===== config.mk =====
export PLATFORM = sky130hd
export DESIGN_NAME = tcsd_sqrt_cell
export DESIGN_NICKNAME = d
export VERILOG_FILES = /design/src/hw/rtl/tcsd_pkg.sv /design/src/hw/rtl/tcsd_sqrt_cell.sv
export SDC_FILE = /design/constraint.sdc
export NUM_CORES = 1
export LEC_CHECK = 0
export BUFFER_PORTS_ARGS = -buffer_cell sky130_fd_sc_hd__buf_2
export CORE_AREA = 2 2 167 169
export CTS_BUF_LIST = sky130_fd_sc_hd__clkbuf_4 sky130_fd_sc_hd__clkbuf_8
export CTS_CLUSTER_SIZE = 12
export DETAILED_ROUTE_END_ITERATION = 16
export DIE_AREA = 0 0 169 171
export GPL_TIMING_DRIVEN = 1
export PLACE_DENSITY = 0.66
export SYNTH_ARGS = -nofsm -noshare
export SYNTH_HDL_FRONTEND = slang
export SYNTH_SLANG_ARGS = --single-unit

===== constraint.sdc =====
create_clock -name clock -period 12.1 [get_ports clock]
set_input_delay 2.42 -clock clock [delete_from_list [all_inputs] [get_ports clock]]
set_output_delay 2.42 -clock clock [all_outputs]
set_load 0.1 [all_outputs]

===== src/hw/rtl/tcsd_pkg.sv =====
// ----------------------------------------------------------------------------
// Three-circle signed distance: shared package
// Types, field layout, register indexes and output limits used by all files.
// ----------------------------------------------------------------------------
`default_nettype none

package tcsd_pkg;

   localparam int NUM_CIRCLES = 3;
   localparam int FIELD_BITS  = 16;
   localparam int CIRCLE_BITS = 48;
   localparam int OUT_BITS    = 18;
   localparam int OUT_MAX     = 131071;
   localparam int OUT_MIN     = -131072;
   localparam int CSR_IDX_BITS = 2;

   // Packed circle register: centre x, centre y (signed), radius (unsigned).
   typedef struct packed {
      logic [FIELD_BITS-1:0] cx;
      logic [FIELD_BITS-1:0] cy;
      logic [FIELD_BITS-1:0] radius;
   } circle_type;

   typedef enum logic [CSR_IDX_BITS-1:0] {
      CSR_CIRCLE_A = 2'd0,
      CSR_CIRCLE_B = 2'd1,
      CSR_CIRCLE_C = 2'd2,
      CSR_INVERT   = 2'd3
   } csr_index_type;

endpackage

`default_nettype wire


===== src/hw/rtl/tcsd_sqrt_cell.sv =====
// ----------------------------------------------------------------------------
// Three-circle signed distance: square root cell
// One digit step of the restoring square root for all three circles.
// ----------------------------------------------------------------------------
`default_nettype none

module tcsd_sqrt_cell #(
   parameter int RW = 17
) (
   input  logic                                        clock,
   input  logic                                        reset,
   input  logic                                        in_valid,
   output logic                                        in_hold,
   input  logic [tcsd_pkg::NUM_CIRCLES-1:0][2*RW-1:0]   in_sum,
   input  logic [tcsd_pkg::NUM_CIRCLES-1:0][RW+2:0]     in_rem,
   input  logic [tcsd_pkg::NUM_CIRCLES-1:0][RW-1:0]     in_root,
   output logic                                        out_valid,
   input  logic                                        out_hold,
   output logic [tcsd_pkg::NUM_CIRCLES-1:0][2*RW-1:0]   out_sum,
   output logic [tcsd_pkg::NUM_CIRCLES-1:0][RW+2:0]     out_rem,
   output logic [tcsd_pkg::NUM_CIRCLES-1:0][RW-1:0]     out_root
);
   import tcsd_pkg::*;

   localparam int SW  = 2*RW;
   localparam int RMW = RW + 3;

   logic                            valid_ff, valid_in, hold;
   logic [NUM_CIRCLES-1:0][SW-1:0]  sum_ff, sum_in;
   logic [NUM_CIRCLES-1:0][RMW-1:0] rem_ff, rem_in;
   logic [NUM_CIRCLES-1:0][RW-1:0]  root_ff, root_in;
   logic [NUM_CIRCLES-1:0][RMW-1:0] cur, trial;
   logic [NUM_CIRCLES-1:0]          fits;

   assign hold    = valid_ff & out_hold;
   assign in_hold = hold;

   // Bring down the next two bits of the sum and try the next root bit.
   always_comb begin
      valid_in = hold ? valid_ff : in_valid;
      sum_in   = sum_ff;
      rem_in   = rem_ff;
      root_in  = root_ff;
      for (int l = 0; l < NUM_CIRCLES; l++) begin
         cur[l]   = {in_rem[l][RMW-3:0], in_sum[l][SW-1 -: 2]};
         trial[l] = {1'b0, in_root[l], 2'b01};
         fits[l]  = cur[l] >= trial[l];
         if (!hold) begin
            sum_in[l]  = {in_sum[l][SW-3:0], 2'b00};
            rem_in[l]  = fits[l] ? cur[l] - trial[l] : cur[l];
            root_in[l] = {in_root[l][RW-2:0], fits[l]};
         end
      end
   end

   always_ff @(posedge clock) begin
      if (reset) begin
         valid_ff <= 1'b0;
      end else begin
         valid_ff <= valid_in;
      end
      sum_ff  <= sum_in;
      rem_ff  <= rem_in;
      root_ff <= root_in;
   end

   assign out_valid = valid_ff;
   assign out_sum   = sum_ff;
   assign out_rem   = rem_ff;
   assign out_root  = root_ff;

endmodule

`default_nettype wire


Yosys cells after proc, flatten, opt, wreduce, memory -nomap -nowiden
Index checks and enable logic that the tools add are counted.
{"block": "word_totals", "regBits": 208, "latch_bits": 0, "ram_bits": 0, "rom_bits": 0, "mem_count": 0}
{"block": "classes", "n_addsub": 3, "mul": 0, "n_div": 0, "magnitude_cmp": 3, "eq_ne": 0, "shift": 0, "mux": 3, "n_bitwise": 1, "reduce_logical": 0}
{"operator": "20-bit by 19-bit >= comparator with 1-bit output", "n": 3}
{"operator": "20-bit two-way mux", "n": 3}
{"operator": "20-bit by 19-bit subtractor with 20-bit output", "n": 3}
{"operator": "1-bit AND", "n": 1}

Logic depth before layout (Yosys ltp)
{"block": "depth", "depth_word": 2, "mapped_depth": 11}

Least setup slack after synthesis
Ideal clock, no wire load.
{"block": "synth_timing", "path_kind": "input-to-output", "startpoint": "in out_hold", "endpoint": "out in_hold", "t_arrival_ps": 9109, "required_ps": 9680, "path_slack_ps": 571, "path_stages": 2, "path_cell_list": "nand2_1 -> inv_1"}
{"block": "synth_between", "elab_chain_len": 1}
{"element": "start: declaration", "line_no": "tcsd_sqrt_cell.sv:18", "source": "input logic out_hold,"}
{"element": "1-bit AND", "line_no": "tcsd_sqrt_cell.sv:35", "source": "assign hold = valid_ff & out_hold;"}
{"element": "end: declaration", "line_no": "tcsd_sqrt_cell.sv:13", "source": "output logic in_hold,"}
Every way passes these cells.

Final worst setup path
Same ends and word-level chain as after synthesis.

==> flow_summary.ini <==
[critical_path]
crit_chain = buf_2 -> nand2_4 -> inv_1 -> buf_2
critPathMaxFanout = 69
cp-start-kind = primary input
slowest_stage = nand2_4
path_class = primary input to output pin
required_ps = 9680
arrival_ps = 3810
worstSetupEndpointType = output pin
cpPeakStageDelay_ps = 470
crit_path_frequent_cell = buf_2

[yosys]
synth-seq-area-share_pct = 62.6
syn_area_per_cell_um2 = 13.1
synth_area_mm2 = 0.00996
synthFlopType = edfxtp_1
synthArstFlopShare_pct = 0
ys_warn_count = 0
ys_ff_latch = 208
syn_inst = 762
synth_cell_types = 63
synth_edf_count = 207

[sta]
rsz0062_at_grt = no
tns_ps = 0
final.period_utilization_pct = 51.4
fmax_ghz = 0.161
post-route-min-period_ps = 6230
final-hold-violation-count = 0
fin_ws_ps = 5870
drv_slew = 0
slew_headroom_pct = 26.4
skew_ps = 20.5
setup_viol = 0
tightest_slew_ps = 1100

[clocking]
postCtsHoldBufs = 0
clockBufferDepth = 3
post_cts_buffers = 0
cts_tree = yes
cts-root-buf = clkbuf_8
clk_latency_ps = 530
clk_pin_slew_ps = 60
cts_sinks = 208
cts_made_buffers = 38
htreeDepth = 2
cts-resized-gates = 0

[placement]
post-dp-hpwl_mm = 20.0
place_ws_ps = 5850
globalplace.congestion = 0.850
io_buffer_count = 419

[finish]
multiInputGateArea_mm2 = 0.00337
final_common_cell = buf_2
post-route-util_pct = 48.1
regArea_mm2 = 0.00624
synthToLayoutAreaGrowth_pct = 31.8
layout.nets = 1484
drive_gt1_share_pct = 41.9
fillers = 2520
mostFrequentLayoutCells = buf_2 (419), edfxtp_1 (207), inv_1 (71)
antenna_cells = 0

[routing]
drcViolationCount = 0
detail-route-antenna-nets = 0
drtIter0Drc = 442
vias = 7611
wl_per_cell_um = 16.6
firstDrtPassIters = 6
totalWireLength_mm = 26.3
via_per_inst = 4.81

[flow_run]
max_cap_viol_count = 0

[global_route]
grt_pass1_vias = 7343
grt_max_degree = 73
grt_pass1_wl_mm = 38.5
grt-ovfl-total = 0
grt_util_all_layers_pct = 16.9
antenna_found_initial = 0

[floorplan]
dieArea_mm2 = 0.0289
die_w_um = 169
core_mm2 = 0.0273
io_pins = 432
die_h_um = 171
num_rows = 61
start_util_pct = 36.5

[outcome]
outcome = completed

[power]
cellLeakagePower_nw = 6.06
finalPower_mw = 2.44
power_density_mw_per_mm2 = 186
ir_drop_mv = 0.0852

[worst_hold_path]
hold_class = flip-flop to flip-flop
==> final timing paths <==
| kind | start | to | slack, ps | cells past startpoint |
|---|---|---|---|---|
| max | out_hold | in_hold | 5870 | 4 |
| max reg2reg | out_valid$_SDFFE_PP0N_ | out_rem[27]$_DFFE_PN_ | 9020 | 3 |
| min | out_valid$_SDFFE_PP0N_ | out_sum[3]$_DFFE_PN_ | 1220 | 1 |
| min reg2reg | out_valid$_SDFFE_PP0N_ | out_sum[3]$_DFFE_PN_ | 1220 | 1 |
==> cells by family after synthesis <==
group	count (synthesis)	share of synthesized area [%]
simple gates	156	7.30
compound gates	180	12.2
buf+inv	91	3.89
flops	208	62.6
xor+xnor	48	4.29
other cells	1	0.0376
mux	21	2.59
fa+ha+maj	57	7.16
==> area by class of cell <==
class                   count  share of cell area, %
flip-flops and latches    208                   47.5
clock buffers              51                   4.72
clock inverters            16                  0.648
repair buffers            423                   16.2
inverters                  71                   2.03
multi-input cells         468                   25.6
well taps                 346                   3.30
==> worst max-delay path, delay by kind of cell <==
| kind | cells | cell delay, ps |
|---|---|---|
| buffers and inverters | 3 | 870 |
| AND/OR/NAND/NOR | 1 | 470 |
==> Yosys cell counts (3+ instances only) <==
| master | instances | share of area (%) |
|---|---|---|
| nand4_1 | 10 | 0.63 |
| a211o_1 | 4 | 0.35 |
| clkbuf_1 | 6 | 0.23 |
| xor2_1 | 18 | 1.6 |
| a211oi_1 | 7 | 0.53 |
| ha_1 | 57 | 7.2 |
| xnor2_1 | 29 | 2.5 |
| or2_2 | 4 | 0.25 |
| nand2b_1 | 4 | 0.25 |
| mux2_2 | 9 | 1.0 |
| a211oi_2 | 3 | 0.38 |
| a31oi_1 | 3 | 0.19 |
| o31ai_1 | 6 | 0.45 |
| nor2b_1 | 10 | 0.63 |
| mux2i_1 | 4 | 0.40 |
| and3_1 | 4 | 0.25 |
| nor2_1 | 31 | 1.2 |
| o21ai_1 | 3 | 0.15 |
| nor3_1 | 9 | 0.45 |
| and2_1 | 4 | 0.25 |
| edfxtp_1 | 207 | 62 |
| a21oi_1 | 45 | 2.3 |
| nand3_1 | 9 | 0.45 |
| buf_4 | 9 | 0.68 |
| o21a_1 | 7 | 0.53 |
| o211ai_1 | 5 | 0.38 |
| buf_2 | 4 | 0.20 |
| o21bai_1 | 3 | 0.23 |
| mux2_4 | 7 | 1.1 |
| o21ai_0 | 55 | 2.8 |
| inv_1 | 71 | 2.7 |
| a21o_1 | 16 | 1.2 |
| nand2_1 | 64 | 2.4 |
==> metal layers <==
metal / part of all wire [%] / track usage, %
met5: 0 / 0
met4: 3.8 / 7.99
met3: 7.5 / 4.37
met2: 48 / 27.8
met1: 41 / 20.7
==> state kept, by name, summed over array words and instances (netlist names) <==
| name | flops |
|---|---|
| out_sum | 96 |
| out_valid | 1 |
| out_rem | 60 |
| out_root | 51 |
==> power by group <==
part	total (mW)	switching, mW	internal, mW	leakage (nW)
Sequential	0.905	0.0184	0.886	2.16
Combinational	0.908	0.741	0.166	3.54
Clock	0.626	0.291	0.335	0.366
Total	2.44	1.05	1.39	6.06
==> through the flow <==
step           hold slack [ps]  area, µm²  cells
4_1_cts                   1270      13100   1583
3_3_place_gp              1260      12400   1516
2_1_floorplan             2490       9980    767
5_1_grt                   1320      13100   1583
3_5_place_dp              1270      12400   1516
6_report                  1220      13100   1583
No activity file was read; power rests on OpenSTA's default activity.
