$ cat config.mk
export PLATFORM = sky130hd
export DESIGN_NAME = tcsd_front
export DESIGN_NICKNAME = d
export VERILOG_FILES = /design/src/hw/rtl/tcsd_pkg.sv /design/src/hw/rtl/tcsd_front.sv
export SDC_FILE = /design/constraint.sdc
export NUM_CORES = 2
export LEC_CHECK = 0
export BUFFER_PORTS_ARGS = -buffer_cell sky130_fd_sc_hd__buf_2
export CORE_MARGIN = 1.5
export CORE_UTILIZATION = 25
export DETAILED_ROUTE_END_ITERATION = 10
export PLACE_DENSITY = 0.47
export SYNTH_ARGS = -nofsm -noshare
export SYNTH_HDL_FRONTEND = slang
export SYNTH_SLANG_ARGS = --single-unit
$ cat constraint.sdc
create_clock -name clock -period 12.35 [get_ports clock]
set_input_delay 0.6175 -clock clock [delete_from_list [all_inputs] [get_ports clock]]
set_output_delay 0.6175 -clock clock [all_outputs]
set_load 0.005 [all_outputs]
$ cat src/hw/rtl/tcsd_pkg.sv
// ----------------------------------------------------------------------------
// Three-circle signed distance: shared package
// Types, field layout, register indexes and output limits used by all files.
// ----------------------------------------------------------------------------
`default_nettype none

package tcsd_pkg;

   localparam int NUM_CIRCLES = 3;
   localparam int FIELD_BITS  = 16;
   localparam int CIRCLE_BITS = 48;
   localparam int OUT_BITS    = 18;
   localparam int OUT_MAX     = 131071;
   localparam int OUT_MIN     = -131072;
   localparam int CSR_IDX_BITS = 2;

   // Packed circle register: centre x, centre y (signed), radius (unsigned).
   typedef struct packed {
      logic [FIELD_BITS-1:0] cx;
      logic [FIELD_BITS-1:0] cy;
      logic [FIELD_BITS-1:0] radius;
   } circle_type;

   typedef enum logic [CSR_IDX_BITS-1:0] {
      CSR_CIRCLE_A = 2'd0,
      CSR_CIRCLE_B = 2'd1,
      CSR_CIRCLE_C = 2'd2,
      CSR_INVERT   = 2'd3
   } csr_index_type;

endpackage

`default_nettype wire

$ cat src/hw/rtl/tcsd_front.sv
// ----------------------------------------------------------------------------
// Three-circle signed distance: front end
// Forms centre-minus-point magnitudes, then the sum of squares per circle.
// ----------------------------------------------------------------------------
`default_nettype none

module tcsd_front #(
   parameter int CW = 16
) (
   input  logic                                        clock,
   input  logic                                        reset,
   input  logic                                        in_valid,
   output logic                                        in_hold,
   input  logic [tcsd_pkg::FIELD_BITS-1:0]              point_x,
   input  logic [tcsd_pkg::FIELD_BITS-1:0]              point_y,
   input  tcsd_pkg::circle_type [tcsd_pkg::NUM_CIRCLES-1:0] circles,
   output logic                                        out_valid,
   input  logic                                        out_hold,
   output logic [tcsd_pkg::NUM_CIRCLES-1:0][2*CW+1:0]   out_sum,
   output logic                                        full
);
   import tcsd_pkg::*;

   localparam int SW = 2*CW + 2;

   logic                           a_valid_ff, a_valid_in;
   logic [NUM_CIRCLES-1:0][CW-1:0] ax_ff, ax_in, ay_ff, ay_in;
   logic                           b_valid_ff, b_valid_in;
   logic [NUM_CIRCLES-1:0][SW-1:0] sum_ff, sum_in;
   logic                           a_hold, b_hold;

   logic signed [CW:0]             px, py;
   logic signed [NUM_CIRCLES-1:0][CW:0] dx, dy;

   assign b_hold  = b_valid_ff & out_hold;
   assign a_hold  = a_valid_ff & b_hold;
   assign in_hold = a_hold;

   // Coordinates are read as CW-bit two's complement from the low field bits.
   assign px = {point_x[CW-1], point_x[CW-1:0]};
   assign py = {point_y[CW-1], point_y[CW-1:0]};

   always_comb begin
      a_valid_in = a_hold ? a_valid_ff : in_valid;
      ax_in      = ax_ff;
      ay_in      = ay_ff;
      for (int l = 0; l < NUM_CIRCLES; l++) begin
         dx[l] = $signed({circles[l].cx[CW-1], circles[l].cx[CW-1:0]}) - px;
         dy[l] = $signed({circles[l].cy[CW-1], circles[l].cy[CW-1:0]}) - py;
         if (!a_hold) begin
            ax_in[l] = dx[l][CW] ? CW'(-dx[l]) : dx[l][CW-1:0];
            ay_in[l] = dy[l][CW] ? CW'(-dy[l]) : dy[l][CW-1:0];
         end
      end
   end

   always_comb begin
      b_valid_in = b_hold ? b_valid_ff : a_valid_ff;
      sum_in     = sum_ff;
      if (!b_hold) begin
         for (int l = 0; l < NUM_CIRCLES; l++) begin
            sum_in[l] = SW'((2*CW)'(ax_ff[l]) * (2*CW)'(ax_ff[l]))
                      + SW'((2*CW)'(ay_ff[l]) * (2*CW)'(ay_ff[l]));
         end
      end
   end

   always_ff @(posedge clock) begin
      if (reset) begin
         a_valid_ff <= 1'b0;
         b_valid_ff <= 1'b0;
      end else begin
         a_valid_ff <= a_valid_in;
         b_valid_ff <= b_valid_in;
      end
      ax_ff  <= ax_in;
      ay_ff  <= ay_in;
      sum_ff <= sum_in;
   end

   assign out_valid = b_valid_ff;
   assign out_sum   = sum_ff;
   assign full      = a_valid_ff & b_valid_ff;

endmodule

`default_nettype wire

### Word-level counts from Yosys, hierarchy flattened

Cells that the tools add are included.
W data, S select, Z words.

| word-level totals | value |
|---|---|
| input port bits | 180 |
| register bits after elaboration | 200 |
| word-level logic and storage cells | 41 |

| operators by class | value |
|---|---|
| bitwise gates (word level) | 3 |
| add/subtract/negate cells | 15 |
| multiply operators | 6 |
| multiplexer cells | 6 |

Operators with widths:

| kind | number |
|---|---|
| $mul A16 B16 Y32 | 6 |
| $sub A16 B16 Y17 | 6 |
| $add A32 B32 Y33 | 3 |
| $mux W16 | 6 |
| $neg A16 Y16 | 6 |
| $and A1 B1 Y1 | 3 |

### Logic depth before layout (Yosys ltp)

| depth | value |
|---|---|
| word-level depth | 3 |
| gate-level depth with buffers | 29 |
| gate-level depth less buffers | 27 |

### Worst setup path after synthesis

Ideal clock, no wire load.

| timing | value |
|---|---|
| path kind | reg2reg |
| start point | register ax_ff[4] in the netlist's numbering |
| end point | register sum_ff, in the netlist out_sum[29] (data pin) |
| path buffers | 1 |
| setup slack | 4.677 ns |
| arrival time | 7.401 ns |
| cell stages (with the launch flop) | 25 |
| required time | 12.078 ns |
| setup time | 0.272 ns |
| cells stage by stage | edfxtp_1 clkbuf_1 nand2_1 fa_1 inv_1 fa_1 inv_1 fa_1 fa_1 fa_1 inv_1 fa_1 fa_1 fa_1 ha_1 o21a_1 o21ai_0 a211oi_1 o41ai_1 a21oi_1 o311a_1 o41a_1 nor3_1 nor4_1 or4b_1 |

| between the ends | value |
|---|---|
| longest elaborated chain between the ends | 2 |

Ends and longest elaborated chain:

| item | line | source |
|---|---|---|
| from (decl) | tcsd_front.sv:27 | `logic [NUM_CIRCLES-1:0][CW-1:0] ax_ff, ax_in, ay_ff, ay_in;` |
| from (signal assigned) | tcsd_front.sv:76 | `ax_ff <= ax_in;` |
| $mul A16 B16 Y32 | tcsd_front.sv:62 | `sum_in[l] = SW'((2*CW)'(ax_ff[l]) * (2*CW)'(ax_ff[l]))` |
| $add A32 B32 Y33 | tcsd_front.sv:63 | `+ SW'((2*CW)'(ay_ff[l]) * (2*CW)'(ay_ff[l]));` |
| to (signal assigned) | tcsd_front.sv:78 | `sum_ff <= sum_in;` |
| to (decl) | tcsd_front.sv:29 | `logic [NUM_CIRCLES-1:0][SW-1:0] sum_ff, sum_in;` |

No other way between the ends.
A chain may end at the register's enable or synchronous reset.

### Final worst setup path

Ends and elaborated chain as after synthesis.

==> impl_summary.log <==
INFO  metric status = finished, final reports clean
INFO  metric startpoint_type = flip-flop
INFO  metric layout_setup_ws = 3.22 ns
INFO  metric drt-total-wl = 162 mm
INFO  metric total_number_of_vias = 38416
INFO  metric synth_sequential_area_ratio = 10.4%
INFO  metric initial_core_util = 25.1%
INFO  metric first_iter_violations = 1518
INFO  metric final_period_utilization = 73.9%
INFO  metric post-synth-top-area-fraction = 40.8%
INFO  metric gp_congestion = 0.886
INFO  metric place.port_buffers = 233
INFO  metric critical_path.max_fanout = 17
INFO  metric worst_hold_path_type = in -> reg
INFO  metric synth_cell_types = 77
INFO  metric final_antenna_net_count = 0
INFO  metric post_cts.resized_instances = 0
INFO  metric grt_antenna_before_repair = 13
INFO  metric seq_area = 5900 µm²
INFO  metric finClkSkew = 0.0233 ns
INFO  metric synthesis.yosys.warnings = 0
INFO  metric synth.most_common_cell = inv_1
INFO  metric detailedRoute.firstPassIterationCount = 5
INFO  metric final-max-slew-violation-count = 0
INFO  metric netlist_top_cells_area = fa_1 (41%), ha_1 (16%), inv_1 (10%), edfxtp_1 (10%), and2_1 (4.3%)
INFO  metric design.core.area = 225000 µm²
INFO  metric drt-vias-per-instance = 4.29
INFO  metric clkTransAtPathRegs = 0.10 ns
INFO  metric endpoint_kind = flip-flop
INFO  metric global_route.usage.total = 14.6%
INFO  metric wire_length_of_the_first_global_routing_pass = 252 mm
INFO  metric routed-wl-met2 = 85.3 mm
INFO  metric cts-root-buf = clkbuf_16
INFO  metric final-setup-viol-count = 0
INFO  metric cts.hold.buffers_added = 0
INFO  metric finalCriticalPeriod = 9.13 ns
INFO  metric share_of_async_settable_or_async_resettable_flops_after_synthesis = 0%
INFO  metric multiInputGateArea = 44200 µm²
INFO  metric rsz0062_at_grt = false
INFO  metric clk-insertion-delay-late = 0.58 ns
INFO  metric dpl_cell_area = 61100 µm²
INFO  metric cp_data_required_time = 12.68 ns
INFO  metric htree_levels = 4
INFO  metric areaGrowthSynthToFinish = 9.16%
INFO  metric cts_setup_buffers = 0
INFO  metric floorplan.die.height = 478 µm
INFO  metric first_global_vias = 42938
INFO  metric mappedNetlistArea = 56500 µm²
INFO  metric detail_route.drc_violations = 0
INFO  metric crit_arrival = 9.46 ns
INFO  metric worst-slew-pin-transition = 1.12 ns
INFO  metric max-clock-path-buffers = 2
INFO  metric synth_common_cells = inv_1 (1574), fa_1 (1152), ha_1 (705), and2_1 (385), nand2_1 (370)
INFO  metric fin_setup_tns = 0 ns
INFO  metric m1WireLength = 63.0 mm
INFO  metric netlist_instances = 5797
INFO  metric slew_headroom = 25.4%
INFO  metric avgRoutedWirePerCell = 18.1 µm
INFO  metric synth_flop_cell = edfxtp_1
INFO  metric maxCapViolCount = 0
INFO  metric worst_slack_at_placement = 3.22 ns
INFO  metric io_pins = 285
INFO  metric highest-signal-layer = met5
INFO  metric hold_violations = 0
INFO  metric dr_wl_met3 = 3.61 mm
INFO  metric total_clock_buffers_created_by_cts = 17
INFO  metric yosys_register_bits = 197
INFO  metric crit_type = reg -> reg
INFO  metric layout.filler_cells = 24094
INFO  metric maximum_number_of_pins_on_one_net_before_global_route_repair = 53
INFO  metric number_of_synthesized_flops_with_an_enable_pin = 195
INFO  metric synthesis.area_per_instance = 9.74 µm²
INFO  metric die_width = 478 µm
INFO  metric fmax = 110 MHz
INFO  metric cts_tree = yes
INFO  metric layout-drive-gt1-share = 5.93%
INFO  metric overflow_left_after_global_routing = 0
INFO  metric core.rowCount = 174
INFO  metric half_perimeter_wire_length_of_the_detailed_placement_result = 142 mm
INFO  metric design.die.area = 229000 µm²
INFO  metric synth.largest_area_cell = fa_1
INFO  metric clock_sinks = 197
INFO  metric postLayoutCellArea = 61600 µm²
INFO  metric final_net_count = 7976
==> path summary, 6_finish.rpt <==
kind	start	to	slack, ns	cells past startpoint
worst max-delay path	ax_ff[4]	out_sum[29]	3.22	23
worst min register to register	a_valid_ff	out_valid	0.56	2
worst max register to register	ax_ff[4]	out_sum[29]	3.22	23
worst min-delay path	reset	a_valid_ff	0.19	2
==> flip-flops by register name, summed over array words and instances, names as in the netlist <==
| register | cells |
|---|---|
| a_valid_ff | 1 |
| ay_ff | 48 |
| out_valid | 1 |
| ax_ff | 48 |
| out_sum | 99 |
==> per-stage QoR <==
| stage | util (%) | std cells | hold slack [ns] |
|---|---|---|---|
| 2_1_floorplan | - | 5799 | 0.452 |
| 3_3_place_gp | 27.2 | 8912 | 0.527 |
| 3_5_place_dp | 27.2 | 8912 | 0.543 |
| 4_1_cts | 27.4 | 8944 | 0.112 |
| 5_1_grt | 27.4 | 8947 | 0.162 |
| 6_report | 27.4 | 8949 | 0.191 |
==> critical path, stage by stage (launching register included) <==
cell	delay, ns
edfxtp_1	0.88
nand2_1	0.19
fa_1	0.58
inv_1	0.07
fa_1	0.50
inv_1	0.05
fa_1	0.50
fa_1	0.53
fa_1	0.52
inv_1	0.05
fa_1	0.54
fa_1	0.44
fa_1	0.47
ha_1	0.35
o21a_1	0.12
o21ai_0	0.22
a211oi_1	0.13
o41ai_1	0.72
a21oi_1	0.26
o311a_1	0.39
o41a_1	0.40
nor3_1	0.33
nor4_1	0.09
or4b_1	0.53
==> cell type report <==
class	instances	area share (%)
timing repair buffer	256	2.17
clock inverter	14	0.225
multi-input combinational	3893	71.7
antenna	5	0.0203
clock buffer	18	0.696
tap	2992	6.07
sequential	197	9.57
inverter	1574	9.59
==> layout by cell type (no fill, tap or decap), types with 157 or more instances in the layout <==
cell      Yosys  final
inv_1      1574   1574
fa_1       1152   1152
ha_1        705    705
and2_1      385    385
nand2_1     370    369
buf_2         0    233
xnor2_1     204    204
edfxtp_1    195    195
nor2_1      194    194
a21oi_1     157    157
==> cell families (layout without fill, tap and decap cells) <==
family                   Yosys count  count (layout)  share of synthesized area, %
AO/OA/AOI/OAI                    544             544                          6.38
XOR/XNOR                         282             282                          4.37
adder cells (fa/ha/maj)         1857            1857                          56.5
buffers and inverters           1709            1862                          11.4
flip-flops                       197             197                          10.4
multiplexers                      15              15                         0.286
other                              1               8                       0.00664
AND/OR/NAND/NOR                 1192            1192                          10.7
==> metal layers <==
layer	global-route usage (%)	vias up
met5	0	-
met2	26.9	559
met3	1.34	175
met1	16.7	19712
li1	-	17968
met4	7.80	2
Power is left out: the tool's default activity adds up to more than one toggle a clock period on the data nets, which glitch-free logic cannot reach.
