File: src/hw/rtl/tcsd_pkg.sv
// ----------------------------------------------------------------------------
// Three-circle signed distance: shared package
// Types, field layout, register indexes and output limits used by all files.
// ----------------------------------------------------------------------------
`default_nettype none

package tcsd_pkg;

   localparam int NUM_CIRCLES = 3;
   localparam int FIELD_BITS  = 16;
   localparam int CIRCLE_BITS = 48;
   localparam int OUT_BITS    = 18;
   localparam int OUT_MAX     = 131071;
   localparam int OUT_MIN     = -131072;
   localparam int CSR_IDX_BITS = 2;

   // Packed circle register: centre x, centre y (signed), radius (unsigned).
   typedef struct packed {
      logic [FIELD_BITS-1:0] cx;
      logic [FIELD_BITS-1:0] cy;
      logic [FIELD_BITS-1:0] radius;
   } circle_type;

   typedef enum logic [CSR_IDX_BITS-1:0] {
      CSR_CIRCLE_A = 2'd0,
      CSR_CIRCLE_B = 2'd1,
      CSR_CIRCLE_C = 2'd2,
      CSR_INVERT   = 2'd3
   } csr_index_type;

endpackage

`default_nettype wire

File: src/hw/rtl/tcsd_back.sv
// ----------------------------------------------------------------------------
// Three-circle signed distance: back end
// Subtracts radii, takes the minimum, applies the sign flag and saturates.
// ----------------------------------------------------------------------------
`default_nettype none

module tcsd_back #(
   parameter int RW = 17
) (
   input  logic                                        clock,
   input  logic                                        reset,
   input  logic                                        in_valid,
   output logic                                        in_hold,
   input  logic [tcsd_pkg::NUM_CIRCLES-1:0][RW-1:0]     in_root,
   input  tcsd_pkg::circle_type [tcsd_pkg::NUM_CIRCLES-1:0] circles,
   input  logic                                        invert,
   output logic                                        rsp_valid,
   input  logic                                        rsp_stall,
   output logic signed [tcsd_pkg::OUT_BITS-1:0]         rsp_distance,
   output logic                                        full
);
   import tcsd_pkg::*;

   localparam int IW = ((RW > FIELD_BITS) ? RW : FIELD_BITS) + 2;
   localparam logic signed [IW-1:0] SAT_HI = IW'(OUT_MAX);
   localparam logic signed [IW-1:0] SAT_LO = IW'(OUT_MIN);

   logic                                  c_valid_ff, c_valid_in, c_hold;
   logic signed [NUM_CIRCLES-1:0][IW-1:0] dist_ff, dist_in;
   logic                                  d_valid_ff, d_valid_in, d_hold;
   logic signed [OUT_BITS-1:0]            out_ff, out_in;
   logic signed [IW-1:0]                  min01, min012, signed_min, clamped;

   assign d_hold  = d_valid_ff & rsp_stall;
   assign c_hold  = c_valid_ff & d_hold;
   assign in_hold = c_hold;

   always_comb begin
      c_valid_in = c_hold ? c_valid_ff : in_valid;
      dist_in    = dist_ff;
      if (!c_hold) begin
         for (int l = 0; l < NUM_CIRCLES; l++) begin
            dist_in[l] = $signed({{(IW-RW){1'b0}}, in_root[l]})
                       - $signed({{(IW-FIELD_BITS){1'b0}}, circles[l].radius});
         end
      end
   end

   // Elements of a packed array read back unsigned, so compare them as signed.
   always_comb begin
      min01      = ($signed(dist_ff[1]) < $signed(dist_ff[0])) ? dist_ff[1] : dist_ff[0];
      min012     = ($signed(dist_ff[2]) < min01) ? dist_ff[2] : min01;
      signed_min = invert ? -min012 : min012;
      if (signed_min > SAT_HI) begin
         clamped = SAT_HI;
      end else if (signed_min < SAT_LO) begin
         clamped = SAT_LO;
      end else begin
         clamped = signed_min;
      end
      d_valid_in = d_hold ? d_valid_ff : c_valid_ff;
      out_in     = d_hold ? out_ff : clamped[OUT_BITS-1:0];
   end

   always_ff @(posedge clock) begin
      if (reset) begin
         c_valid_ff <= 1'b0;
         d_valid_ff <= 1'b0;
      end else begin
         c_valid_ff <= c_valid_in;
         d_valid_ff <= d_valid_in;
      end
      dist_ff <= dist_in;
      out_ff  <= out_in;
   end

   assign rsp_valid    = d_valid_ff;
   assign rsp_distance = out_ff;
   assign full         = c_valid_ff & d_valid_ff;

endmodule

`default_nettype wire

File: config.mk
export PLATFORM = sky130hd
export DESIGN_NAME = tcsd_back
export DESIGN_NICKNAME = d
export VERILOG_FILES = /design/src/hw/rtl/tcsd_pkg.sv /design/src/hw/rtl/tcsd_back.sv
export SDC_FILE = /design/constraint.sdc
export NUM_CORES = 1
export LEC_CHECK = 0
export ABC_CLOCK_PERIOD_IN_PS = 8400
export BUFFER_PORTS_ARGS = -buffer_cell sky130_fd_sc_hd__buf_2
export CAP_MARGIN = 20
export CORE_MARGIN = 2
export CORE_UTILIZATION = 52
export CTS_BUF_LIST = sky130_fd_sc_hd__clkbuf_8 sky130_fd_sc_hd__clkbuf_16
export DETAILED_ROUTE_END_ITERATION = 7
export PLACE_DENSITY = 0.92
export SYNTH_ARGS = -nofsm -noshare
export SYNTH_HDL_FRONTEND = slang
export SYNTH_SLANG_ARGS = --single-unit
export TNS_END_PERCENT = 10
File: constraint.sdc
create_clock -name clock -period 8.4 [get_ports clock]
set_clock_uncertainty 0.05 [all_clocks]
set_input_delay 1.26 -clock clock [delete_from_list [all_inputs] [get_ports clock]]
set_output_delay 1.26 -clock clock [all_outputs]
set_load 0.01 [all_outputs]
# After elaboration in Yosys (flattened, before gate mapping)
# Index checks and enable logic that the tools add are counted.
# totals
regBits,77
in_bits,200
out_inout_bits,21
word_cells,21
# op_classes
n_addsub,4
magnitude_cmp,4
muxes,4
bitwise,3
# op_table
cell,count
19-bit two-way mux,3
17-bit by 16-bit subtractor with 18-bit output,3
19-bit < comparator,2
"19-bit by 18-bit greater-than comparator with 1-bit output, second input constant",1
"19-bit by 18-bit < comparator with 1-bit output, second input constant",1
19-bit negator,1
18-bit two-way mux,1
1-bit AND,3

# Longest topological paths before layout
# Gate-level depths: netlist of run 1.
# logic_depth
word_depth,8
depth_mapped,33
mapped_depth_nobuf,27

# Worst setup path before layout of run 1
# Ideal clock, no wire load.
# synth_timing
path_kind,flip-flop to flip-flop
start,register dist_ff[21] (netlist name)
end,register out_ff[5] (netlist: rsp_distance[5]) (data pin)
setup_ns,0.159
t_arrival_ns,6.244
t_required_ns,8.191
slack_ns,1.947
stages_incl_launch_ff,31
path_buffers,6
period_less_slack_ns,6.453
path_cell_list,edfxtp_1 > ha_1 > a21o_1 > a31oi_1 > o22ai_1 > o311ai_2 > and3_1 > buf_4 > buf_2 > clkbuf_1 > a21oi_1 > ha_1 > nand4_1 > nor3_1 > a22oi_1 > a32oi_1 > nor2_1 > a211oi_2 > buf_2 > clkbuf_1 > nand2_1 > o21ai_0 > ha_1 > nand2_1 > nor4_1 > nand3_1 > mux2i_1 > a311oi_1 > a2111o_1 > buf_6 > o211ai_1
# synth_between
elab_chain_cells,8
elab_cells_between_ends,9
classes_between,add/sub: 1; order compare: 4; mux: 4
# synth_rtl
element,line_no,rtl
"start, declared",tcsd_back.sv:29,"logic signed [NUM_CIRCLES-1:0][IW-1:0] dist_ff, dist_in;"
"start signal, assigned",tcsd_back.sv:73,dist_ff <= dist_in;
19-bit < comparator,tcsd_back.sv:51,min01 = ($signed(dist_ff[1]) < $signed(dist_ff[0])) ? dist_ff[1] : dist_ff[0];
19-bit two-way mux *,tcsd_back.sv:51,
19-bit < comparator,tcsd_back.sv:52,min012 = ($signed(dist_ff[2]) < min01) ? dist_ff[2] : min01;
19-bit two-way mux *,tcsd_back.sv:52,
19-bit negator,tcsd_back.sv:53,signed_min = invert ? -min012 : min012;
19-bit two-way mux *,tcsd_back.sv:53,
19-bit by 18-bit < comparator with 1-bit output,tcsd_back.sv:56,end else if (signed_min < SAT_LO) begin
18-bit two-way mux,tcsd_back.sv:56,
"end signal, assigned",tcsd_back.sv:74,out_ff <= out_in;
"end, declared",tcsd_back.sv:31,"logic signed [OUT_BITS-1:0] out_ff, out_in;"
# Every way passes the cells marked *; elsewhere a longest branch is shown, timed or not.
# A chain may end at the register's enable or synchronous reset.

# Worst setup path after layout of run 1
# layout_timing
start,register dist_ff[2] (netlist name)
end,register out_ff[7] (netlist: rsp_distance[7]) (data pin)
# The elaborated chain is that of the path after synthesis.

==> flow_metrics.py, run 1 <==
metrics = {
    "logic_synthesis": {
        "syn-num-nets": 1064,
        "yosys_warnings": 0,
        "synth_top_family_by_area": "simple AND/OR/NAND/NOR gates",
        "synthAdderAreaFrac_pct": 16.2,
        "async_flop_share_pct": 0,
        "synth_ff_type": "edfxtp_1",
        "synth_cell_type_count": 63,
        "yosys.area_share.simple_pct": 17.8,
        "synth_seq_cells": 74,
        "synthesis.area_um2": 6770,
        "seq_area_frac_synth_pct": 32.6,
        "synth_xor_area_share_pct": 7.25,
        "synth_edf_count": 72,
        "synth_compound_gate_area_share_pct": 16.8,
        "synth.avg_cell_area_um2": 8.70,
        "synthCells": 778,
        "synth_mux_area_share_pct": 2.92,
    },
    "timing": {
        "slew_viol_final": 0,
        "setup_viol_count_final": 0,
        "slew_headroom_pct": 51.7,
        "finalHoldViolations": 0,
        "period_minus_slack_ns": 7.34,
        "fin_crit_sh_pct": 87.4,
        "timing.fmax_ghz": 0.136,
        "tns_ns": 0,
        "tightest_slew_ns": 0.725,
        "grt_setup_unrepaired": "false",
    },
    "clock_tree": {
        "postCtsHoldBufs": 0,
        "cts_tree": "done",
        "clk_pin_slew_ns": 0.06,
        "cts_made_buffers": 9,
        "cts_sinks": 74,
        "clk_latency_ns": 0.34,
        "cts_resized": 0,
        "post_cts_buffers": 0,
        "clockBufferDepth": 2,
        "htreeDepth": 3,
        "ctsRootBufferMaster": "clkbuf_16",
    },
    "floorplan": {
        "core-area_um2": 12700,
        "dieHeight_um": 118,
        "fp-row-count": 41,
        "dieArea_um2": 13900,
        "ios": 221,
        "initial_core_util_pct": 53.4,
        "chipWidth_um": 118,
    },
    "run": {
        "max_cap_viol_count": 0,
    },
    "placement": {
        "port_buffers": 124,
        "hpwl_mm": 12.0,
        "dp_cells": 1064,
        "gp_congestion": 0.892,
    },
    "detailed_routing": {
        "drt_first_iter_violations": 387,
        "vias": 5937,
        "drc": 0,
        "avgRoutedWirePerCell_um": 14.0,
        "ant_nets": 0,
        "first_pass_iters": 6,
        "routed_wl_mm": 15.1,
        "viasPerCell": 5.50,
    },
    "pwr": {
        "power_frac_seq_pct": 32.4,
        "p_leak_uw": 0.00372,
        "comb_power_share_pct": 43.9,
        "ir_drop_mv": 0.127,
        "power_density_nw_per_um2": 240,
        "internal_power_uw": 1190,
        "switching_share_pct": 37.4,
        "net-switching-power_uw": 710,
        "totalPowerFinal_uw": 1900,
        "clkPwrFrac_pct": 23.7,
    },
    "final_layout": {
        "syn2layout_area_growth_pct": 17.3,
        "layout-drive-gt1-share_pct": 17.7,
        "final_cell_count_no_fill": 1080,
        "final_nets": 1189,
        "post-route-util_pct": 62.6,
        "antenna_cells": 0,
    },
    "worst_setup_path": {
        "worst_setup_path_end_kind": "flip-flop",
        "cp_slowest_cell": "a2111o_1",
        "regToRegSetupSlack_ns": 1.06,
        "start_kind": "flip-flop",
        "required_ns": 8.46,
        "path_max_fanout": 34,
        "crit_buf_inv": 4,
        "critPathTopFamily": "compound AO/OA/AOI/OAI gates",
        "slowest_delay_ns": 0.66,
        "path_class": "reg2reg",
        "cp.arrival_ns": 7.40,
    },
    "status": {
        "status": "finished clean",
    },
    "global_route": {
        "grt_pass1_wl_mm": 25.4,
        "track_usage_pct": 22.1,
        "grt-ovfl-total": 0,
        "grt_max_degree": 57,
        "grt_pass1_vias": 5697,
        "antenna_found_initial": 0,
    },
    "min_path": {
        "hold_class": "reg2reg",
    },
}
==> area by class of cell <==
| class | instances | area [µm²] |
|---|---|---|
| multi-input combinational | 591 | 4140 |
| inverter | 98 | 368 |
| sequential | 74 | 2200 |
| fill | 1036 | 4740 |
| tap | 172 | 215 |
| timing repair buffer | 129 | 658 |
| clock inverter | 6 | 113 |
| clock buffer | 10 | 239 |
==> placed cells by master (no fill, tap or decap), drive strengths merged, types with 10 or more instances in the layout <==
master  count
a211oi     10
a21oi      51
buf       129
clkbuf     10
edfxtp     72
ha         83
inv        99
mux2i      16
nand2      62
nand3      26
nor2       77
nor2b      15
nor3       32
o211ai     11
o21ai      42
xnor2      33
xor2       23
==> logic make-up after synthesis <==
group                      after synthesis
adders and majority gates               86
AOI/OAI and AO/OA                      174
xor gates and xnor gates                56
DFF                                     74
and+or+nand+nor                        256
muxes                                   19
buffers and inverters                  113
==> sequential cells by signal (all words and copies together), names as in the netlist <==
| signal | flops |
|---|---|
| rsp_distance | 18 |
| dist_ff | 54 |
| rsp_valid | 1 |
| c_valid_ff | 1 |
==> cells in the mapped netlist, drive strengths merged, types with 4 or more instances <==
cell    number  area (µm²)
a211oi      10        80.1
a21boi       6        45.0
a21oi       51         255
a31oi        5        31.3
and2         5        31.3
and3         6        37.5
buf          6        37.5
clkbuf       9        33.8
edfxtp      72        2160
ha          83        1040
inv         98         368
mux2i       16         164
nand2       62         233
nand2b       7        43.8
nand3       26         130
nand4        4        25.0
nor2        77         289
nor2b       15        93.8
nor3        32         170
nor4         8        50.1
o211ai      11        97.6
o21a         4        30.0
o21ai       42         210
o21bai       5        37.5
o311a        4        40.0
o31ai        8        60.1
or3          7        43.8
xnor2       33         289
xor2        23         201
==> per-stage QoR <==
step	hold WS [ns]	setup slack, ns	instance area [µm²]
finish	0.470	1.06	7930
detailed placement	0.452	1.22	7580
CTS	0.470	1.18	7930
global placement	0.443	1.39	7580
floorplan	0.402	1.95	6770
global route	0.528	0.587	7930
==> routing by layer <==
metal,share of wire [%],GRT usage [%],vias to the layer above
met5,0,0,-
met4,1.8,6.17,0
met2,47,38.9,200
met1,45,27.7,2676
li1,-,-,3034
met3,5.8,4.12,27
==> worst register-to-register path, delay by kind of cell (launching register included) <==
family | cells | cell delay (ns)
buf+inv | 4 | 0.85
mux | 1 | 0.25
flops | 1 | 0.42
simple gates | 6 | 1.21
fa+ha+maj | 3 | 0.85
compound gates | 14 | 3.51
==> power by group through the flow <==
stage	sequential, µW	clock, µW	combinational (µW)
global placement	619	0	790
detailed placement	621	0	818
global route	625	473	934
finish	615	451	834
CTS	615	452	827
floorplan	625	0	582
==> worst paths after layout <==
kind	startpoint	end	cells past startpoint
worst min-delay path	c_valid_ff$_SDFFE_PP0N_	rsp_valid$_SDFFE_PP0N_	2
worst max register to register	dist_ff[2]$_DFFE_PN_	rsp_distance[7]$_SDFFCE_PN1N_	28
worst min register to register	c_valid_ff$_SDFFE_PP0N_	rsp_valid$_SDFFE_PP0N_	2
worst max-delay path	dist_ff[2]$_DFFE_PN_	rsp_distance[7]$_SDFFCE_PN1N_	28
Note: power is estimated with default switching activity, not from simulation.
==> inputs of run 2 (changes only) <==
--- a/config.mk
+++ b/config.mk
@@ -5,11 +5,13 @@
 export SDC_FILE = /design/constraint.sdc
 export NUM_CORES = 1
 export LEC_CHECK = 0
-export ABC_CLOCK_PERIOD_IN_PS = 8400
+export ABC_CLOCK_PERIOD_IN_PS = 7800
 export BUFFER_PORTS_ARGS = -buffer_cell sky130_fd_sc_hd__buf_2
 export CAP_MARGIN = 20
+export CELL_PAD_IN_SITES_DETAIL_PLACEMENT = 0
+export CELL_PAD_IN_SITES_GLOBAL_PLACEMENT = 1
 export CORE_MARGIN = 2
-export CORE_UTILIZATION = 52
+export CORE_UTILIZATION = 38
 export CTS_BUF_LIST = sky130_fd_sc_hd__clkbuf_8 sky130_fd_sc_hd__clkbuf_16
 export DETAILED_ROUTE_END_ITERATION = 7
 export PLACE_DENSITY = 0.92
==> constraint.sdc (replaced) <==
create_clock -name clock -period 7.8 [get_ports clock]
set_clock_uncertainty 0.05 [all_clocks]
set_input_delay 1.17 -clock clock [delete_from_list [all_inputs] [get_ports clock]]
set_output_delay 1.17 -clock clock [all_outputs]
set_load 0.01 [all_outputs]
==> run 2 against run 1 <==
Compared with the run above:
- count of clock-buffer cells in the layout is 1 lower
- sequential power is 8.3% higher
- non-clock buffer count is 3 higher
- critical path type unchanged
- largest cell class unchanged
- largest power group unchanged
==> flow_metrics.py, run 2 (synthesis gave the netlist of run 1 again) <==
metrics = {
    "status": {
        "status": "finished clean",
    },
    "clock_tree": {
        "cts_made_buffers": 9,
        "clk_pin_slew_ns": 0.05,
        "htreeDepth": 3,
        "cts_sinks": 74,
        "clk_latency_ns": 0.33,
        "ctsRootBufferMaster": "clkbuf_16",
        "clockBufferDepth": 2,
        "cts_tree": "done",
        "cts_resized": 0,
        "postCtsHoldBufs": 0,
        "post_cts_buffers": 0,
    },
    "worst_setup_path": {
        "cp_slowest_cell": "and3_2",
        "start_kind": "flip-flop",
        "startpoint": "dist_ff[2]$_DFFE_PN_",
        "timing.rr.start": "dist_ff[2]$_DFFE_PN_",
        "r2r-end": "rsp_distance[12]$_SDFFCE_PN1N_",
        "worst_setup_path_end_kind": "flip-flop",
        "cp.arrival_ns": 6.96,
        "slowest_delay_ns": 0.58,
        "regToRegSetupSlack_ns": 0.82,
        "required_ns": 7.78,
        "path_max_fanout": 30,
        "path_class": "reg2reg",
        "r2r_cells": 29,
        "endpoint": "rsp_distance[12]$_SDFFCE_PN1N_",
    },
    "global_route": {
        "track_usage_pct": 16.4,
        "grt_pass1_wl_mm": 24.7,
        "grt_max_degree": 57,
        "grt-ovfl-total": 0,
        "met3_usage_pct": 2.72,
        "grt_util_met1_pct": 20.2,
        "grt_pass1_vias": 5403,
        "antenna_found_initial": 0,
        "use_met2_pct": 30.3,
        "top_usage_layer": "met2",
    },
    "timing": {
        "tightest_slew_ns": 0.794,
        "slew_headroom_pct": 46.9,
        "fin_crit_sh_pct": 89.5,
        "finalHoldViolations": 0,
        "slew_viol_final": 0,
        "tns_ns": 0,
        "setup_viol_count_final": 0,
        "grt_setup_unrepaired": "false",
        "period_minus_slack_ns": 6.98,
        "timing.fmax_ghz": 0.143,
    },
    "final_layout": {
        "final_nets": 1192,
        "regMostFlops": "dist_ff",
        "final_common_cell": "buf_2",
        "fillers": 1703,
        "final_cell_mix": "124 x buf_2, 98 x inv_1, 83 x ha_1, 77 x nor2_1, 72 x edfxtp_1",
        "antenna_cells": 0,
        "largest_reg_flops": 54,
        "syn2layout_area_growth_pct": 18.3,
        "layout-drive-gt1-share_pct": 17.8,
    },
    "pwr": {
        "power_density_nw_per_um2": 250,
        "ir_drop_mv": 0.125,
        "totalPowerFinal_uw": 2000,
        "p_leak_uw": 0.00373,
    },
    "detailed_routing": {
        "ant_nets": 0,
        "viasPerCell": 5.09,
        "routed_wl_mm": 14.9,
        "first_pass_iters": 4,
        "drt_first_iter_violations": 281,
        "avgRoutedWirePerCell_um": 13.1,
        "drc": 0,
        "vias": 5783,
    },
    "floorplan": {
        "initial_core_util_pct": 39.0,
        "core-area_um2": 17400,
        "dieHeight_um": 137,
        "dieArea_um2": 18900,
        "fp-row-count": 48,
        "ios": 221,
        "chipWidth_um": 137,
    },
    "placement": {
        "gp_congestion": 0.867,
        "port_buffers": 124,
        "hpwl_mm": 12.2,
    },
    "min_path": {
        "hold_class": "reg2reg",
        "min_from": "c_valid_ff$_SDFFE_PP0N_",
    },
    "run": {
        "max_cap_viol_count": 0,
    },
}
run 2: cell types whose count changed in the layout (fill, tap and decap cells not counted), sizes merged:
| cell | before | now |
|---|---|---|
| buf | 129 | 132 |
| clkbuf | 10 | 9 |
| clkinv | 2 | 4 |
| inv | 99 | 98 |
run 2: metal layers:
| layer | vias to the layer above | share of wire [%] | wire length, µm |
|---|---|---|---|
| met3 | 11 | 3.5 | 527 |
| met2 | 98 | 52 | 7730 |
| met4 | 0 | 0.60 | 89 |
| li1 | 3044 | - | - |
| met5 | - | 0 | 0 |
| met1 | 2630 | 44 | 6550 |
run 2: layout make-up:
class / instances / area, µm² / share of cell area, %
clock buffers: 9 / 225 / 2.81
clock inverters: 7 / 108 / 1.34
inverters: 98 / 368 / 4.60
multi-input cells: 591 / 4140 / 51.7
flip-flops and latches: 74 / 2200 / 27.5
well taps: 225 / 282 / 3.52
repair buffers: 132 / 681 / 8.51
run 2: worst min path at each step:
stage / end / slack, ns / cells past startpoint
finish: rsp_valid$_SDFFE_PP0N_ / 0.48 / 2
CTS: rsp_valid$_SDFFE_PP0N_ / 0.49 / 2
global route: rsp_valid$_SDFFE_PP0N_ / 0.51 / 2
floorplan: rsp_valid$_SDFFE_PP0N_ / 0.40 / 2
global placement: rsp_valid$_SDFFE_PP0N_ / 0.45 / 2
detailed placement: rsp_valid$_SDFFE_PP0N_ / 0.48 / 2
run 2: power by group:
| part | leakage [µW] | internal [µW] | switching [µW] |
|---|---|---|---|
| clock | 0.000164 | 309 | 149 |
| combinational | 0.00279 | 377 | 501 |
| sequential | 0.000776 | 584 | 82.4 |
| total | 0.00373 | 1270 | 733 |
run 2: per-stage QoR:
step | utilization [%] | std cells | area, µm² | setup WS, ns | hold slack, ns
floorplan | - | 778 | 6770 | 1.35 | 0.402
global placement | 44.2 | 1120 | 7670 | 1.00 | 0.452
detailed placement | 44.2 | 1120 | 7670 | 0.966 | 0.478
CTS | 46.1 | 1136 | 8000 | 0.898 | 0.487
global route | 46.1 | 1136 | 8000 | 0.294 | 0.506
finish | 46.1 | 1136 | 8000 | 0.822 | 0.478
run 2: critical path: cells and delay by family, from the launching register on:
kind	cells	cell delay [ns]
flops	1	0.43
mux	3	0.60
simple gates	7	1.57
fa+ha+maj	3	0.84
buf+inv	4	0.72
compound gates	12	2.46
